===== config.mk =====
export PLATFORM = sky130hd
export DESIGN_NAME = ccs_cell
export DESIGN_NICKNAME = d
export VERILOG_FILES = /design/src/rtl/core/ccs_pkg.sv /design/src/rtl/core/ccs_cell.sv
export SDC_FILE = /design/constraint.sdc
export NUM_CORES = 1
export LEC_CHECK = 0
export BUFFER_PORTS_ARGS = -buffer_cell sky130_fd_sc_hd__buf_2
export CORE_MARGIN = 4
export CORE_UTILIZATION = 49
export CTS_CLUSTER_DIAMETER = 40
export DETAILED_ROUTE_END_ITERATION = 7
export GPL_ROUTABILITY_DRIVEN = 0
export PLACE_DENSITY = 0.66
export SYNTH_ARGS = -nofsm -noshare
export SYNTH_HDL_FRONTEND = slang
export SYNTH_SLANG_ARGS = --single-unit

===== constraint.sdc =====
create_clock -name clk -period 4.34 [get_ports clk]
set_input_delay 0.434 -clock clk [delete_from_list [all_inputs] [get_ports clk]]
set_output_delay 0.434 -clock clk [all_outputs]
set_load 0.05 [all_outputs]

===== src/rtl/core/ccs_pkg.sv =====
// Shared types and constants for the Chaikin curve subdivider.
// Used by ccs_cell and chaikin_curve_subdivider_unit; no dependencies.
package ccs_pkg;

  // Control part of a token moving between cells.
  // A token is either a point or a flush that only clears state downstream.
  typedef struct packed {
    logic valid;
    logic is_pt;
    logic last;
  } tok_t;

  localparam int LEVELS_W   = 3;
  localparam int CFG_ADDR_W = 3;
  localparam int CFG_DATA_W = 32;

  // Register indexes (paddr[2] selects the word).
  localparam logic REG_SUBDIV_LEVELS = 1'b0;

endpackage


===== src/rtl/core/ccs_cell.sv =====
// One corner-cutting pass of the subdivider chain.
// Depends on ccs_pkg (tok_t). Holds the previous point, an output register
// and a pending slot for the second cut point.
module ccs_cell #(
  parameter int COORD_BITS = 24
) (
  input  logic                         clk,
  input  logic                         rst_n,
  input  logic                         active,
  input  ccs_pkg::tok_t                in_tok,
  input  logic signed [COORD_BITS-1:0] in_x,
  input  logic signed [COORD_BITS-1:0] in_y,
  input  logic signed [COORD_BITS-1:0] in_z,
  output logic                         in_ready,
  output ccs_pkg::tok_t                out_tok,
  output logic signed [COORD_BITS-1:0] out_x,
  output logic signed [COORD_BITS-1:0] out_y,
  output logic signed [COORD_BITS-1:0] out_z,
  input  logic                         out_ready
);

  ccs_pkg::tok_t out_tok_r, out_tok_nxt;
  logic signed [COORD_BITS-1:0] out_x_r, out_y_r, out_z_r;
  logic signed [COORD_BITS-1:0] out_x_nxt, out_y_nxt, out_z_nxt;
  logic pend_v_r, pend_v_nxt;
  logic pend_last_r, pend_last_nxt;
  logic signed [COORD_BITS-1:0] pend_x_r, pend_y_r, pend_z_r;
  logic signed [COORD_BITS-1:0] pend_x_nxt, pend_y_nxt, pend_z_nxt;
  logic signed [COORD_BITS-1:0] prev_x_r, prev_y_r, prev_z_r;
  logic signed [COORD_BITS-1:0] prev_x_nxt, prev_y_nxt, prev_z_nxt;
  logic has_prev_r, has_prev_nxt;
  logic out_free, take;

  // floor((3p + q) / 4); the result always stays in range
  function automatic logic signed [COORD_BITS-1:0] cut(
    input logic signed [COORD_BITS-1:0] p,
    input logic signed [COORD_BITS-1:0] q
  );
    logic [COORD_BITS+1:0] pe, qe, s;
    pe = {{2{p[COORD_BITS-1]}}, p};
    qe = {{2{q[COORD_BITS-1]}}, q};
    s  = (pe << 1) + pe + qe;
    return s[COORD_BITS+1:2];
  endfunction

  assign out_free = !out_tok_r.valid || out_ready;
  assign in_ready = !pend_v_r && out_free;
  assign take     = in_tok.valid && in_ready;

  always_comb begin
    out_tok_nxt   = out_tok_r;
    out_x_nxt     = out_x_r;
    out_y_nxt     = out_y_r;
    out_z_nxt     = out_z_r;
    pend_v_nxt    = pend_v_r;
    pend_last_nxt = pend_last_r;
    pend_x_nxt    = pend_x_r;
    pend_y_nxt    = pend_y_r;
    pend_z_nxt    = pend_z_r;
    prev_x_nxt    = prev_x_r;
    prev_y_nxt    = prev_y_r;
    prev_z_nxt    = prev_z_r;
    has_prev_nxt  = has_prev_r;

    // advance the pending cut point or drop the transferred one
    if (out_free) begin
      if (pend_v_r) begin
        out_tok_nxt = ccs_pkg::tok_t'{valid: 1'b1, is_pt: 1'b1, last: pend_last_r};
        out_x_nxt   = pend_x_r;
        out_y_nxt   = pend_y_r;
        out_z_nxt   = pend_z_r;
        pend_v_nxt  = 1'b0;
      end else begin
        out_tok_nxt.valid = 1'b0;
      end
    end

    if (take) begin
      if (!in_tok.is_pt) begin
        out_tok_nxt  = ccs_pkg::tok_t'{valid: 1'b1, is_pt: 1'b0, last: 1'b1};
        has_prev_nxt = 1'b0;
      end else if (!active) begin
        out_tok_nxt = ccs_pkg::tok_t'{valid: 1'b1, is_pt: 1'b1, last: in_tok.last};
        out_x_nxt   = in_x;
        out_y_nxt   = in_y;
        out_z_nxt   = in_z;
        if (in_tok.last) begin
          has_prev_nxt = 1'b0;
        end
      end else begin
        prev_x_nxt   = in_x;
        prev_y_nxt   = in_y;
        prev_z_nxt   = in_z;
        has_prev_nxt = !in_tok.last;
        if (has_prev_r) begin
          out_tok_nxt   = ccs_pkg::tok_t'{valid: 1'b1, is_pt: 1'b1, last: 1'b0};
          out_x_nxt     = cut(prev_x_r, in_x);
          out_y_nxt     = cut(prev_y_r, in_y);
          out_z_nxt     = cut(prev_z_r, in_z);
          pend_v_nxt    = 1'b1;
          pend_last_nxt = in_tok.last;
          pend_x_nxt    = cut(in_x, prev_x_r);
          pend_y_nxt    = cut(in_y, prev_y_r);
          pend_z_nxt    = cut(in_z, prev_z_r);
        end else if (in_tok.last) begin
          // single point at this pass: nothing to emit, clear the passes below
          out_tok_nxt = ccs_pkg::tok_t'{valid: 1'b1, is_pt: 1'b0, last: 1'b1};
        end
      end
    end
  end

  always_ff @(posedge clk) begin
    if (!rst_n) begin
      out_tok_r  <= '0;
      pend_v_r   <= 1'b0;
      has_prev_r <= 1'b0;
    end else begin
      out_tok_r  <= out_tok_nxt;
      pend_v_r   <= pend_v_nxt;
      has_prev_r <= has_prev_nxt;
    end
  end

  always_ff @(posedge clk) begin
    out_x_r     <= out_x_nxt;
    out_y_r     <= out_y_nxt;
    out_z_r     <= out_z_nxt;
    pend_last_r <= pend_last_nxt;
    pend_x_r    <= pend_x_nxt;
    pend_y_r    <= pend_y_nxt;
    pend_z_r    <= pend_z_nxt;
    prev_x_r    <= prev_x_nxt;
    prev_y_r    <= prev_y_nxt;
    prev_z_r    <= prev_z_nxt;
  end

  assign out_tok = out_tok_r;
  assign out_x   = out_x_r;
  assign out_y   = out_y_r;
  assign out_z   = out_z_r;

endmodule


==> flow_summary.toml <==
[outcome]
outcome = "complete, no violations"

[timing]
setup_tns_ns = 0
worst_slew_pin_slew_ns = 0.9963
fmax_mhz = 253.3
slew_violations = 0
fin_crit_sh_pct = 90.96
max_slew_margin_pct = 33.58
final_hold_viol_count = 0
final.setup_skew_ns = 0.02189
rsz0062_at_grt = "no"
period_needed_ns = 3.948
setup_viol = 0

[clock_network]
numCtsBuffers = 47
cts-root-buf = "clkbuf_16"
post-cts-setup-buffers = 0
cts.sinks = 222
cts_tree = "done"
cts_buffer_depth = 3
htreeDepth = 2
path_clk_slew_ns = 0.05
cts_resized = 0
clk_latency_ns = 0.57
postCtsHoldBufs = 0

[hold_path]
holdPathStages = 2
hold_path_end = "out_tok[0]"
worstHoldPathType = "input pin to flop"
hp-start = "in_tok[1]"

[power_and_ir_drop]
leakage_nw = 8.393
vdd_drop_max_uv = 303.7
p_per_area_mw_per_mm2 = 458.9

[synth]
ys.flop_type = "edfxtp_1"
syn-mean-instance-area_um2 = 10.30
synth_cell_types = 66
synth_seq_area_share_pct = 33.33
async_reset_ff_share_pct = 0
ys_ff_latch = 222
synth-edff-count = 145
netlist_instances = 1718
yosysWarnings = 0
synth_nets = 2079
synth_area_mm2 = 0.01769

[floorplanning]
chipWidth_um = 198
coreArea_mm2 = 0.03557
io_pins = 155
start_util_pct = 49.73
rows = 69
die_y_um = 198
die_area_mm2 = 0.03920

[detailed_routing]
routed_wl_um = 49150
drt_iter0_markers = 861
route.detailed.drc = 0
ant_nets = 0
vias_per_cell = 5.990
dr_total_vias = 14285
dr.pass1.iters = 5
avgRoutedWirePerCell_um = 20.61

[placed_design]
hpwl_um = 35910
portBuffers = 154
dp_cells = 2295

[global_routing]
grt_max_degree = 49
track_usage_pct = 25.24
grt-ovfl-total = 0
grt_pass1_vias = 14610
antenna_found_initial = 5
grt_pass1_wl_um = 78560

[setup_path]
slowest_delay_ns = 0.61
rr_startpoint = "prev_y_r[0]"
rr_worst_depth = 11
cp_slowest_cell = "a221oi_1"
r2r-end = "out_y[23]"
worst_ep_arrival_time_ns = 4.45
path_class = "flop to flop"
cp.depth = 11
rrSetupSlack_ns = 0.39
path_cells = "fa_1 > and3_1 > fa_1 > a21o_1 > a221oi_1 > a2bb2oi_1 > a31oi_1 > nand4_1 > o21ai_0 > or4_1 > nand3_1"
worstSetupStartpointType = "flop"
cp_max_fo = 5
required_ns = 4.84
crit_path_end_kind = "flop"
cp_top_family = "compound AO/OA/AOI/OAI gates"
crit_buf_inv = 0
crit_top_cell = "fa_1"

[finish]
n_fill_cell = 3112
ff_latch_area_mm2 = 0.005896
nets = 2244
layout-drive-gt1-share_pct = 14.26
area_growth_syn_to_layout_pct = 16.56
multi_input_area_mm2 = 0.01146
fin_cells = 2385

[job]
drv_cap = 0
-- area by class of cell --
cell class	count	share of cell area, %
Multi-Input combinational cell	1400	55.57
Sequential cell	222	28.59
Clock buffer	54	6.135
Timing Repair Buffer	170	4.503
Tap cell	461	2.798
Clock inverter	33	1.596
Inverter	42	0.7707
Antenna cell	3	0.03641
-- metrics by stage --
step | area (um2) | hold slack, ns | setup WS (ns) | utilization [%] | total power (W)
finish | 20620 | 0.1276 | 0.3921 | 57.97 | 0.009462
global route | 20620 | 0.1095 | 0.1790 | 57.97 | 0.009984
CTS | 20610 | 0.09061 | 0.4766 | 57.95 | 0.009513
detailed placement | 19020 | 0.5155 | 0.3426 | 53.46 | 0.005858
global placement | 19020 | 0.4903 | 0.4115 | 53.46 | 0.005802
floorplan | 17690 | 0.4703 | 0.7855 | - | 0.005022
-- how the worst max path moves through the flow --
stage	start	to	slack (ns)
floorplan	out_tok[2]	prev_x_r[0]	0.79
global placement	in_y[1]	out_y[23]	0.41
detailed placement	in_y[0]	pend_y_r[23]	0.34
CTS	prev_y_r[0]	out_y[23]	0.48
global route	prev_y_r[0]	out_y[23]	0.18
finish	prev_y_r[0]	out_y[23]	0.39
-- cell families (layout without fill, tap and decap cells) --
family	after synthesis	after routing	synth area share (%)
compound gates	561	561	20.24
xor+xnor	126	126	6.239
fa+ha+maj	282	282	26.06
buf+inv	96	299	2.058
flops	222	222	33.33
mux	33	33	1.867
other cells	0	3	0
simple gates	398	398	10.21
-- worst register-to-register path: stages, from the launching register on --
cell and delay, ns:
edfxtp_1 0.48, fa_1 0.52, and3_1 0.22, fa_1 0.45, a21o_1 0.22, a221oi_1 0.61
a2bb2oi_1 0.40, a31oi_1 0.22, nand4_1 0.16, o21ai_0 0.12, or4_1 0.41, nand3_1 0.09
-- per-layer routing --
| layer | part of all wire (%) | global-route usage [%] | vias to the layer above | routed length [um] |
|---|---|---|---|---|
| li1 | - | - | 6687 | - |
| met1 | 45 | 35.25 | 7058 | 22070 |
| met2 | 46 | 39.98 | 453 | 22530 |
| met3 | 6.9 | 5.598 | 83 | 3376 |
| met4 | 2.4 | 7.014 | 4 | 1155 |
| met5 | 0.028 | 0 | - | 14 |
-- cells in the final DEF (no fill, tap or decap), drive strengths merged, types with 6 or more instances in the layout --
cell type / netlist / routed
inv: 42 / 45
o31ai: 9 / 9
a221oi: 12 / 12
nor2b: 22 / 22
and2: 10 / 10
a221o: 17 / 17
o21bai: 14 / 14
nand4: 10 / 10
fa: 144 / 144
clkbuf: 46 / 54
nand2b: 19 / 19
a21oi: 188 / 188
and3: 20 / 20
ha: 138 / 138
nand2: 165 / 165
edfxtp: 145 / 145
buf: 8 / 170
o211ai: 14 / 14
dfxtp: 77 / 77
o21ai: 110 / 110
a211oi: 14 / 14
a41oi: 6 / 6
o22ai: 32 / 32
a21o: 62 / 62
nor2: 93 / 93
mux2i: 33 / 33
xnor2: 76 / 76
a31oi: 22 / 22
o21a: 18 / 18
clkinv: 0 / 21
xor2: 50 / 50
nor3: 15 / 15
nand3: 30 / 30
-- power by group --
| part | switching [W] | leakage (nW) | internal [W] | total, W |
|---|---|---|---|---|
| clock | 0.00126 | 0.776 | 0.00234 | 0.00360 |
| sequential | 0.000129 | 1.96 | 0.00251 | 0.00264 |
| combinational | 0.00205 | 5.66 | 0.00116 | 0.00321 |
| total | 0.00344 | 8.39 | 0.00602 | 0.00946 |
-- cell usage after synthesis, types with 4 or more instances --
cell type  number  area share [%]
and2_1         10            0.35
o21a_1         18            0.76
edfxtp_1      145              25
o21ai_0       107             3.0
nor2b_1        22            0.78
nand2_1       165             3.5
a211oi_1       11            0.47
clkbuf_1       46            0.98
nand3_1        30            0.85
xnor2_1        76             3.8
o211ai_1       14            0.59
nor3_1         15            0.42
dfxtp_1        77             8.7
o31ai_1         9            0.38
a21boi_0        5            0.21
a221oi_1       10            0.50
buf_1           5            0.11
inv_1          42            0.89
mux2i_1        33             1.9
a211o_1         4            0.20
o22ai_1        32             1.1
ha_1          138             9.8
o221ai_1        4            0.20
a21o_1         62             2.6
and3_1         18            0.64
o21bai_1       14            0.59
nor2_1         92             2.0
nand4_1        10            0.35
xor2_1         50             2.5
a41oi_1         6            0.30
fa_1          144              16
a221o_1        17            0.96
nand2b_1       19            0.67
a21oi_1       188             5.3
a31oi_1        22            0.78
(Power assumes the default switching activity.)
